===== src/design/u16u8_pkg.sv =====
package u16u8_pkg;

	// Default depth of the job queue between front and back
	localparam int unsigned QDepth = 4;
	// Most bytes one code unit can cause: a flushed high surrogate plus a 3-byte unit
	localparam int unsigned JobBytes = 6;

	localparam logic [15:0] MaskAscii = 16'hFF80;
	localparam logic [15:0] MaskTwo   = 16'hF800;
	localparam logic [15:0] MaskSurr  = 16'hFC00;
	localparam logic [15:0] HighSurr  = 16'hD800;
	localparam logic [15:0] LowSurr   = 16'hDC00;

	localparam logic [7:0] LeadTwo   = 8'hC0;
	localparam logic [7:0] LeadThree = 8'hE0;
	localparam logic [7:0] LeadFour  = 8'hF0;
	localparam logic [7:0] ContByte  = 8'h80;

	localparam logic [20:0] PlaneBase = 21'h10000;

	typedef logic [2:0] cnt_t;

	typedef struct packed {
		logic [JobBytes-1:0][7:0] data;      // data[0] goes out first
		cnt_t                     cnt;       // bytes in this job, 1..6
		logic                     text_last; // job comes from the final unit of the text
	} job_t;

	// Three-byte form of a 16-bit unit, first byte in element 0
	function automatic logic [2:0][7:0] enc_three(input logic [15:0] u);
		logic [2:0][7:0] r;
		r[0] = LeadThree | {4'h0, u[15:12]};
		r[1] = ContByte  | {2'b00, u[11:6]};
		r[2] = ContByte  | {2'b00, u[5:0]};
		return r;
	endfunction

endpackage


===== src/design/u16u8_ifs.sv =====
interface u16u8_unit_if;
	logic        valid;
	logic        ready;
	logic [15:0] code_unit;
	logic        last_unit;

	modport source(output valid, code_unit, last_unit, input ready);
	modport sink(input valid, code_unit, last_unit, output ready);
endinterface

interface u16u8_byte_if;
	logic       valid;
	logic       ready;
	logic [7:0] out_byte;
	logic       run_end;
	logic       text_end;

	modport source(output valid, out_byte, run_end, text_end, input ready);
	modport sink(input valid, out_byte, run_end, text_end, output ready);
endinterface


===== src/design/utf16_to_utf8_encoder.sv =====
// Channel | Dir  | Payload                           | Request
// --------+------+-----------------------------------+------------------------------
// units   | sink | code_unit[15:0], last_unit        | one UTF-16 code unit
// utf8    | src  | out_byte[7:0], run_end, text_end  | one UTF-8 byte
//
// A unit causes 1 to 6 bytes, which the back serializer sends out one byte per
// cycle while utf8 is ready; a held high surrogate causes none by itself.
// The front classifies a unit in the cycle it is accepted and writes a job to
// the queue; units are taken every cycle until the queue is full.
// Reset clears the held surrogate, the queue and the output valid flag at once.
// A stall on utf8 holds the output byte and backs up into the queue, and into units.ready once the queue is full.
module utf16_to_utf8_encoder #(
	parameter int unsigned QDepth = u16u8_pkg::QDepth
) (
	input  logic         clk,
	input  logic         arst_n,
	u16u8_unit_if.sink   units,
	u16u8_byte_if.source utf8
);

	u16u8_pkg::job_t new_job;
	u16u8_pkg::job_t head_job;
	logic            job_push;
	logic            q_full;
	logic            q_avail;
	logic            q_pop;
	logic            accept;

	// Take a unit whenever the queue has room; a unit that causes no bytes
	// (high surrogate held for its partner) still needs no queue slot, but
	// keep the rule simple and uniform.
	assign units.ready = !q_full;
	assign accept      = units.valid && units.ready;

	// Front: surrogate tracking and byte formation for one unit per cycle while the queue has room
	u16u8_front u_front (
		.clk       (clk),
		.arst_n    (arst_n),
		.code_unit (units.code_unit),
		.last_unit (units.last_unit),
		.accept    (accept),
		.job       (new_job),
		.job_push  (job_push)
	);

	// Queue: decouple unit intake from the byte drain
	u16u8_fifo #(
		.Depth (QDepth)
	) u_fifo (
		.clk      (clk),
		.arst_n   (arst_n),
		.push     (job_push),
		.push_job (new_job),
		.pop      (q_pop),
		.head     (head_job),
		.avail    (q_avail),
		.full     (q_full)
	);

	// Back: walk each job byte by byte into the output register
	u16u8_back u_back (
		.clk    (clk),
		.arst_n (arst_n),
		.head   (head_job),
		.avail  (q_avail),
		.pop    (q_pop),
		.utf8   (utf8)
	);

endmodule


===== src/design/u16u8_front.sv =====
module u16u8_front (
	input  logic               clk,
	input  logic               arst_n,
	input  logic [15:0]        code_unit,
	input  logic               last_unit,
	input  logic               accept,
	output u16u8_pkg::job_t    job,
	output logic               job_push
);

	logic [15:0]     held_q;
	logic            held_valid_q;
	logic            is_low;
	logic            is_high;
	logic            pair;
	logic            flush;
	logic            hold;
	logic [2:0][7:0] cur_data;
	u16u8_pkg::cnt_t cur_cnt;
	logic [20:0]     cp;

	always_comb begin
		is_low  = (code_unit & u16u8_pkg::MaskSurr) == u16u8_pkg::LowSurr;
		is_high = (code_unit & u16u8_pkg::MaskSurr) == u16u8_pkg::HighSurr;
		pair    = held_valid_q && is_low;
		flush   = held_valid_q && !is_low;
		hold    = is_high && !last_unit;

		// encode the current unit on its own
		cur_data = '0;
		cur_cnt  = 3'd0;
		if ((code_unit & u16u8_pkg::MaskAscii) == 16'h0000) begin
			cur_data[0] = code_unit[7:0];
			cur_cnt     = 3'd1;
		end else if ((code_unit & u16u8_pkg::MaskTwo) == 16'h0000) begin
			cur_data[0] = u16u8_pkg::LeadTwo  | {3'b000, code_unit[10:6]};
			cur_data[1] = u16u8_pkg::ContByte | {2'b00, code_unit[5:0]};
			cur_cnt     = 3'd2;
		end else if (!hold) begin
			cur_data = u16u8_pkg::enc_three(code_unit);
			cur_cnt  = 3'd3;
		end

		cp = u16u8_pkg::PlaneBase + {1'b0, held_q[9:0], code_unit[9:0]};

		job           = '0;
		job.text_last = last_unit;
		if (pair) begin
			job.data[0] = u16u8_pkg::LeadFour | {5'b00000, cp[20:18]};
			job.data[1] = u16u8_pkg::ContByte | {2'b00, cp[17:12]};
			job.data[2] = u16u8_pkg::ContByte | {2'b00, cp[11:6]};
			job.data[3] = u16u8_pkg::ContByte | {2'b00, cp[5:0]};
			job.cnt     = 3'd4;
		end else if (flush) begin
			job.data[2:0] = u16u8_pkg::enc_three(held_q);
			job.data[5:3] = cur_data;
			job.cnt       = 3'd3 + cur_cnt;
		end else begin
			job.data[2:0] = cur_data;
			job.cnt       = cur_cnt;
		end

		job_push = accept && (job.cnt != 3'd0);
	end

	always_ff @(posedge clk or negedge arst_n) begin
		if (!arst_n) begin
			held_q       <= '0;
			held_valid_q <= 1'b0;
		end else if (accept) begin
			if (!pair && hold) begin
				held_q       <= code_unit;
				held_valid_q <= 1'b1;
			end else begin
				held_q       <= '0;
				held_valid_q <= 1'b0;
			end
		end
	end

endmodule


===== src/design/u16u8_fifo.sv =====
module u16u8_fifo #(
	parameter int unsigned Depth = u16u8_pkg::QDepth
) (
	input  logic            clk,
	input  logic            arst_n,
	input  logic            push,
	input  u16u8_pkg::job_t push_job,
	input  logic            pop,
	output u16u8_pkg::job_t head,
	output logic            avail,
	output logic            full
);

	localparam int unsigned PtrW = (Depth > 1) ? $clog2(Depth) : 1;
	localparam int unsigned CntW = $clog2(Depth + 1);

	u16u8_pkg::job_t mem_q [Depth];
	logic [PtrW-1:0] wr_ptr_q;
	logic [PtrW-1:0] rd_ptr_q;
	logic [CntW-1:0] fill_q;
	logic            do_push;
	logic            do_pop;

	assign avail   = fill_q != '0;
	assign full    = fill_q == CntW'(Depth);
	assign do_push = push && !full;
	assign do_pop  = pop && avail;
	assign head    = mem_q[rd_ptr_q];

	always_ff @(posedge clk) begin
		if (do_push) begin
			mem_q[wr_ptr_q] <= push_job;
		end
	end

	always_ff @(posedge clk or negedge arst_n) begin
		if (!arst_n) begin
			wr_ptr_q <= '0;
			rd_ptr_q <= '0;
			fill_q   <= '0;
		end else begin
			if (do_push) begin
				wr_ptr_q <= (wr_ptr_q == PtrW'(Depth - 1)) ? '0 : wr_ptr_q + 1'b1;
			end
			if (do_pop) begin
				rd_ptr_q <= (rd_ptr_q == PtrW'(Depth - 1)) ? '0 : rd_ptr_q + 1'b1;
			end
			if (do_push && !do_pop) begin
				fill_q <= fill_q + 1'b1;
			end else if (do_pop && !do_push) begin
				fill_q <= fill_q - 1'b1;
			end
		end
	end

endmodule


===== src/design/u16u8_back.sv =====
module u16u8_back (
	input  logic                 clk,
	input  logic                 arst_n,
	input  u16u8_pkg::job_t      head,
	input  logic                 avail,
	output logic                 pop,
	u16u8_byte_if.source         utf8
);

	u16u8_pkg::job_t cur_q;
	logic            cur_valid_q;
	u16u8_pkg::cnt_t idx_q;
	logic            ovalid_q;
	logic [7:0]      obyte_q;
	logic            orun_q;
	logic            otext_q;
	logic            last_byte;
	logic            emit;
	logic            take;

	assign last_byte = idx_q == (cur_q.cnt - 3'd1);
	assign emit      = cur_valid_q && (!ovalid_q || utf8.ready);
	assign take      = !cur_valid_q || (emit && last_byte);
	assign pop       = take && avail;

	assign utf8.valid    = ovalid_q;
	assign utf8.out_byte = obyte_q;
	assign utf8.run_end  = orun_q;
	assign utf8.text_end = otext_q;

	always_ff @(posedge clk or negedge arst_n) begin
		if (!arst_n) begin
			cur_valid_q <= 1'b0;
			idx_q       <= '0;
			ovalid_q    <= 1'b0;
		end else begin
			if (emit) begin
				ovalid_q <= 1'b1;
			end else if (utf8.ready) begin
				ovalid_q <= 1'b0;
			end
			if (pop) begin
				cur_valid_q <= 1'b1;
				idx_q       <= '0;
			end else if (emit) begin
				if (last_byte) begin
					cur_valid_q <= 1'b0;
				end else begin
					idx_q <= idx_q + 3'd1;
				end
			end
		end
	end

	always_ff @(posedge clk) begin
		if (pop) begin
			cur_q <= head;
		end
		if (emit) begin
			obyte_q <= cur_q.data[idx_q];
			orun_q  <= last_byte;
			otext_q <= last_byte && cur_q.text_last;
		end
	end

endmodule


===== src/flat_wrapper.sv =====
// flat-port wrapper written by rule: the top's interface ports become plain ports
module utf16_to_utf8_encoder_flat 
#(
	parameter int unsigned QDepth = u16u8_pkg::QDepth
)
  (clk, arst_n, units_valid, units_code_unit, units_last_unit, units_ready, utf8_valid, utf8_out_byte, utf8_run_end, utf8_text_end, utf8_ready);
  u16u8_unit_if units_i ();
  u16u8_byte_if utf8_i ();
  input  logic clk;
  input  logic arst_n;
  input wire logic [$bits(units_i.valid)-1:0] units_valid;
  input wire logic [$bits(units_i.code_unit)-1:0] units_code_unit;
  input wire logic [$bits(units_i.last_unit)-1:0] units_last_unit;
  output wire logic [$bits(units_i.ready)-1:0] units_ready;
  output wire logic [$bits(utf8_i.valid)-1:0] utf8_valid;
  output wire logic [$bits(utf8_i.out_byte)-1:0] utf8_out_byte;
  output wire logic [$bits(utf8_i.run_end)-1:0] utf8_run_end;
  output wire logic [$bits(utf8_i.text_end)-1:0] utf8_text_end;
  input wire logic [$bits(utf8_i.ready)-1:0] utf8_ready;
  assign units_i.valid = units_valid;
  assign units_i.code_unit = units_code_unit;
  assign units_i.last_unit = units_last_unit;
  assign units_ready = units_i.ready;
  assign utf8_valid = utf8_i.valid;
  assign utf8_out_byte = utf8_i.out_byte;
  assign utf8_run_end = utf8_i.run_end;
  assign utf8_text_end = utf8_i.text_end;
  assign utf8_i.ready = utf8_ready;
  utf16_to_utf8_encoder #(.QDepth(QDepth)) u_core (.clk(clk), .arst_n(arst_n), .units(units_i), .utf8(utf8_i));
endmodule

===== config.mk =====
export PLATFORM = sky130hd
export DESIGN_NAME = utf16_to_utf8_encoder_flat
export DESIGN_NICKNAME = d
export VERILOG_FILES = /design/src/design/u16u8_pkg.sv /design/src/design/u16u8_ifs.sv /design/src/design/utf16_to_utf8_encoder.sv /design/src/design/u16u8_front.sv /design/src/design/u16u8_fifo.sv /design/src/design/u16u8_back.sv /design/src/flat_wrapper.sv
export SDC_FILE = /design/constraint.sdc
export NUM_CORES = 1
export LEC_CHECK = 0
export BUFFER_PORTS_ARGS = -buffer_cell sky130_fd_sc_hd__buf_2
export CAP_MARGIN = 10
export CORE_MARGIN = 4
export CORE_UTILIZATION = 60
export CTS_BUF_LIST = sky130_fd_sc_hd__clkbuf_2 sky130_fd_sc_hd__clkbuf_4 sky130_fd_sc_hd__clkbuf_8
export DETAILED_ROUTE_END_ITERATION = 16
export GPL_TIMING_DRIVEN = 0
export PLACE_DENSITY_LB_ADDON = 0.12
export SYNTH_ARGS = -nofsm -noshare
export SYNTH_HDL_FRONTEND = slang
export SYNTH_HIERARCHICAL = 1
export SYNTH_SLANG_ARGS = --single-unit
export TNS_END_PERCENT = 1

===== constraint.sdc =====
create_clock -name clk -period 5.9 [get_ports clk]
set_clock_uncertainty 0.05 [all_clocks]
set_input_delay 1.475 -clock clk [delete_from_list [all_inputs] [get_ports clk]]
set_output_delay 1.475 -clock clk [all_outputs]
set_load 0.005 [all_outputs]

Yosys cells after proc, flatten, opt, wreduce, memory -nomap -nowiden. Memory sizes are Yosys's and may differ from the RTL's. A register that Yosys moved wholly into a read port is not among the register bits. Cells that the tools add are included.

Input port bits: 21. Register bits after elaboration: 39. Memories: 1. RAM bits: 208. Output and inout port bits: 12. Word-level logic and storage cells: 94.

Reductions and logical operators: 34. Order comparisons: 1. $add $sub $neg: 8. Muxes and demuxes: 32. Equality and inequality tests: 7.

Memories: u_core.u_fifo.mem_q (depth 4, bits a word 52, rd ports 1, clocked after Yosys merged registers in 1, write ports 1, RTL line u16u8_fifo.sv:17) `u16u8_pkg::job_t mem_q [Depth];`.

Operators with widths (count): $mux 24 (4); $mux 16 (4); $mux 35 (1); $logic_not 16->1 (2); $mux 27 (1); $bmux 8 s3 (1); $mux 8 (3); $add 17x20->21 const A (1); $mux 3 (6); $logic_and 1x1->1 (14); $eq 6x6->1 const B (2); $logic_not 1->1 (8); $mux 1 (8); $mux 2 (4); $reduce_bool 2->1 (4); $add 3x1->3 const B (2); $reduce_bool 3->1 (2); $sub 3x1->3 const B (2); $add 2x1->2 const B (2); $eq 2x2->1 const B (2); $lt 3x4->1 const B (1); $reduce_and 2->1 (2); $add 2x3->3 const A (1); $eq 3x3->1 (1); other kinds (3) (4).

Logic depth before layout (Yosys ltp).
Depth after elaboration: 16. Depth in mapped cells: 14.

Cells and area by module. The synthesis kept the hierarchy.

By module, submodules not included: u16u8_fifo (sequential area each 6421.2 um2, area each 8025.2 um2, cells an instance 309, times used 1); u16u8_back (sequential area each 1986.9 um2, area each 2605.0 um2, cells an instance 141, times used 1); u16u8_front (sequential area each 425.4 um2, area each 1657.8 um2, cells an instance 222, times used 1); utf16_to_utf8_encoder (sequential area each 0.0 um2, area each 10.0 um2, cells an instance 2, times used 1).

Worst setup path before layout. Ideal clock, no wire load.

Path kind: input port to flip-flop. Start point: input units_code_unit[13]. End point: memory u_core/u_fifo/mem_q[3][0] (netlist name), enable pin. Arrival: 5.199 ns. Setup slack: 0.188 ns. Library setup time: 0.463 ns. Cell stages on the path: 9. Path buffers: 1. Required time: 5.387 ns. Path through: nand3b_4 -> or4_4 -> buf_2 -> nand2_1 -> ha_1 -> nand4_1 -> o221a_2 -> nand2_1 -> nor2_1.

Longest elaborated chain between the ends: 13. Elaborated cells on any way between the ends: 19. Classes of those cells: 1 x add/sub; 2 x eq/ne; 7 x mux; 9 x reduce/logical.

RTL lines: start: declaration (RTL line flat_wrapper.sv:12) `input wire logic [$bits(units_i.code_unit)-1:0] units_code_unit;`; $eq 6x6->1 (RTL line u16u8_front.sv:24) `is_high = (code_unit & u16u8_pkg::MaskSurr) == u16u8_pkg::HighSurr;`; $logic_and 1x1->1 (RTL line u16u8_front.sv:27) `hold = is_high && !last_unit;`; $mux 2 (RTL line u16u8_front.sv:39) `end else if (!hold) begin`; $mux 2 (RTL line u16u8_front.sv:35) `end else if ((code_unit & u16u8_pkg::MaskTwo) == 16'h0000) begin`; $mux 3 (RTL line u16u8_front.sv:32) `if ((code_unit & u16u8_pkg::MaskAscii) == 16'h0000) begin`; $add 2x3->3 (RTL line u16u8_front.sv:57) `job.cnt = 3'd3 + cur_cnt;`; $mux 27 (RTL line u16u8_front.sv:54) `end else if (flush) begin`; $mux 35 * (RTL line u16u8_front.sv:48) `if (pair) begin`; $reduce_bool 3->1 * (RTL line u16u8_front.sv:63) `job_push = accept && (job.cnt != 3'd0);`; $logic_and 1x1->1 * (RTL line u16u8_front.sv:63); named net u_core.job_push (RTL line utf16_to_utf8_encoder.sv:23) `logic job_push;`; $logic_and 1x1->1 * (RTL line u16u8_fifo.sv:26) `assign do_push = push && !full;`; $mux 1 * (RTL line u16u8_fifo.sv:31) `if (do_push) begin`; $mux 1 (implied by the code) * (RTL line u16u8_fifo.sv:32) `mem_q[wr_ptr_q] <= push_job;`; end: declaration (RTL line u16u8_fifo.sv:17).

Mark *: on every way through the listed nets, which the timed path passes. The rest lies on a longest branch.

Worst setup path after layout.
Start point: input units_code_unit[11]. End point: memory u_core/u_fifo/mem_q[0][17] (netlist name), enable pin.

Longest elaborated chain between the ends: 13. Elaborated cells on any way between the ends: 19. Classes of those cells: 1 x add/sub; 2 x eq/ne; 7 x mux; 9 x reduce/logical.

RTL lines: $eq 6x6->1 (RTL line u16u8_front.sv:24); $logic_and 1x1->1 (RTL line u16u8_front.sv:27); $mux 2 (RTL line u16u8_front.sv:39); $mux 2 (RTL line u16u8_front.sv:35); $mux 3 (RTL line u16u8_front.sv:32); $add 2x3->3 (RTL line u16u8_front.sv:57); $mux 27 (RTL line u16u8_front.sv:54); $mux 35 * (RTL line u16u8_front.sv:48); $reduce_bool 3->1 * (RTL line u16u8_front.sv:63); $logic_and 1x1->1 * (RTL line u16u8_front.sv:63); named net u_core.job_push (RTL line utf16_to_utf8_encoder.sv:23); $logic_and 1x1->1 * (RTL line u16u8_fifo.sv:26); named net u_core.u_fifo.do_push (RTL line u16u8_fifo.sv:21) `logic do_push;`; $mux 1 * (RTL line u16u8_fifo.sv:31); $mux 1 (implied by the code) * (RTL line u16u8_fifo.sv:32).

Marked as above.

==> out/metrics.yaml <==
muxShareOfSynthArea_pct: 13.2
synth_area_leaders: "edfxtp_1 66%, mux4_2 10%, dfrtp_1 5.9%"
yosysMostFrequentCell: "edfxtp_1"
setup_slack_ns: 1.28
cts_setup_buffers: 0
max_slew_margin_pct: 41.8
grt_pass1_wl_mm: 39.6
pwr-share-seq_pct: 46.9
p_leak_nw: 4.81
ant_nets: 0
routed_wl_mm: 25.5
vias_per_cell: 6.07
slew_viol_final: 0
post_synth_num_cell_types: 61
antennaDiodeCount: 0
combPwrFrac_pct: 26.5
cts_hold_buffers: 0
grt_use_total_pct: 23.7
crit_arrival_ns: 4.73
synthSimpleGateAreaFrac_pct: 5.03
ys_seq_area_share_pct: 71.8
synthAdderAreaFrac_pct: 1.18
initial_core_util_pct: 61.0
synth_xor_xnor_area_share_pct: 0.682
io_pins: 33
dpl.hpwl_mm: 16.7
clock_insertion_delay_worst_skew_ns: 0.54
drtPass1Iterations: 5
ctsResizeCount: 0
cts_root_buffer: "clkbuf_8"
peakVddDrop_v: 0.000371
syn_area_per_cell_um2: 18.2
syn2layout_area_growth_pct: 12.8
cts_buffer_depth: 3
drt-initial-drc-count: 594
rows: 52
crit_path_top_delay_cell: "and2_4"
final_hold_viol_count: 0
crit_path_start_kind: "input pin"
cts_tree: "built"
cp_num_buf_inv: 1
required_ns: 6.01
die_y_um: 151
synth-compound-area-share_pct: 4.64
vias: 6494
setup_violations: 0
synth_enable_flop_cells: 270
period_minus_slack_ns: 4.62
fillerInstances: 1346
powerDensity_nw_per_um2: 464
cp-end-kind: "flop"
p_clk_share_pct: 26.6
clk_pin_slew_ns: 0.06
route.detailed.drc: 0
die_area_um2: 22900
crit_chain: "buf_2, nor4_1, nand3_1, nand2_1, ha_1, nand4_1, o221a_2, nor2b_2, and2_4"
fin_hold_ws_ns: 0.460
slowest_delay_ns: 0.75
core_area_um2: 20200
switching_share_pct: 28.0
hp-class: "reg -> reg"
synth_top_family_by_area: "multiplexers"
synth_common_cells: "270 x edfxtp_1, 56 x mux4_2, 32 x inv_1"
fmax_ghz: 0.217
path_max_fanout: 52
worst_slew_pin_slew_ns: 0.874
grt_pass1_vias: 6732
postSynthCellCount: 674
die_x_um: 151
rsz0062_at_grt: "false"
grt_max_degree: 53
cts_buffers: 47
synthesis.area_um2: 12300
synth_async_sr_flop_share_pct: 9.70
synth_flop_cell: "edfxtp_1"
path_class: "in -> reg"
yosysWarningCount: 6
ys_ff_latch: 299
status: "finished clean"
synth_area_leader_cell: "edfxtp_1"
drive_gt1_share_pct: 27.3
wl_per_cell_um: 23.9
drv_cap: 0
overflow: 0
yosys.area.top_type_share_pct: 65.9
finalCritPeriodShare_pct: 78.3
p_int_mw: 4.63
place.gp.congestion: 0.922
io_buffer_count: 32
clkSinkCount: 299
nets: 795
critPathTopFamily: "simple AND/OR/NAND/NOR gates"
post-place-ws_ns: 0.825
p_sw_mw: 1.80
antenna_found_initial: 1
htreeDepth: 2
## final timing paths
path	from	end	slack, ns	depth (start not counted)
max	units_code_unit[11]	u_core/u_fifo/mem_q[0][17]	1.28	9
min	u_core/u_fifo/fill_q[2]	u_core/u_fifo/fill_q[2]	0.46	1
max reg2reg	u_core/u_fifo/fill_q[2]	u_core/u_fifo/mem_q[0][17]	2.79	6
min reg2reg	u_core/u_fifo/fill_q[2]	u_core/u_fifo/fill_q[2]	0.46	1
max in group asynchronous	arst_n	u_core/u_fifo/rd_ptr_q[1]	4.31	1
min in group asynchronous	arst_n	u_core/u_back/utf8.valid	0.95	1
## registers in the layout (all words and copies together), names as in the netlist
register,cells
u_core/u_fifo/mem_q,208
u_core/u_back/cur_valid_q,1
u_core/u_back/utf8.valid,1
u_core/u_back/utf8.out_byte,8
u_core/u_fifo/wr_ptr_q,2
u_core/u_back/utf8.run_end,1
u_core/u_back/cur_q,52
u_core/u_back/utf8.text_end,1
u_core/u_fifo/fill_q,3
u_core/u_front/held_q,16
u_core/u_fifo/rd_ptr_q,2
u_core/u_back/idx_q,3
u_core/u_front/held_valid_q,1
## stage by stage
stage | TNS (ns) | std cells | total power, mW | cell area (um2) | util [%]
after floorplan | 0 | 677 | 4.23 | 12300 | -
after global routing | 0 | 1069 | 6.75 | 13900 | 68.8
after global placement | -259.43 | 979 | 4.71 | 12800 | 63.5
after detailed placement | 0 | 983 | 4.79 | 12900 | 64.1
after CTS | 0 | 1068 | 6.50 | 13900 | 68.8
final | 0 | 1069 | 6.43 | 13900 | 68.8
## layout make-up
| type | instances | area (um2) | area share, % |
|---|---|---|---|
| sequential | 299 | 8830 | 63.7 |
| clock buffer | 65 | 801 | 5.77 |
| timing repair buffer | 37 | 263 | 1.89 |
| inverter | 32 | 120 | 0.866 |
| multi-input combinational | 305 | 3080 | 22.2 |
| clock inverter | 20 | 138 | 0.992 |
| buffer | 41 | 300 | 2.16 |
| tap | 270 | 338 | 2.43 |
## logic make-up after synthesis
family                   after synthesis
flip-flops                           299
AO/OA/AOI/OAI                         87
AND/OR/NAND/NOR                      110
buffers and inverters                 73
multiplexers                          85
adder cells (fa/ha/maj)               11
XOR/XNOR                               8
other                                  1
## power by group through the flow
stage          combinational (mW)  sequential [mW]  clock (mW)
2_1_floorplan                1.19             3.04           0
3_3_place_gp                 1.63             3.08           0
3_5_place_dp                 1.73             3.06           0
4_1_cts                      1.73             3.02        1.75
5_1_grt                      1.84             3.05        1.86
6_report                     1.70             3.02        1.71
## per-layer routing
| metal | track usage (%) | share of wire (%) | routed length [um] |
|---|---|---|---|
| met1 | 34.0 | 42 | 10700 |
| met2 | 37.6 | 48 | 12300 |
| met3 | 4.37 | 6.9 | 1770 |
| met4 | 8.25 | 2.9 | 751 |
| met5 | 0 | 0.051 | 13 |
## cells in the final DEF, fill, tap and decap left out, types with 11 or more instances in the layout
cell	n
nand3_1	11
o22ai_1	20
a21oi_1	11
inv_1	32
mux2i_1	20
clkbuf_1	12
buf_2	45
mux4_2	56
edfxtp_1	270
clkbuf_8	50
nand2_1	24
o21ai_0	23
clkbuf_4	16
nor2_1	23
dfrtp_1	29
Note: power is estimated with default switching activity, not from simulation.
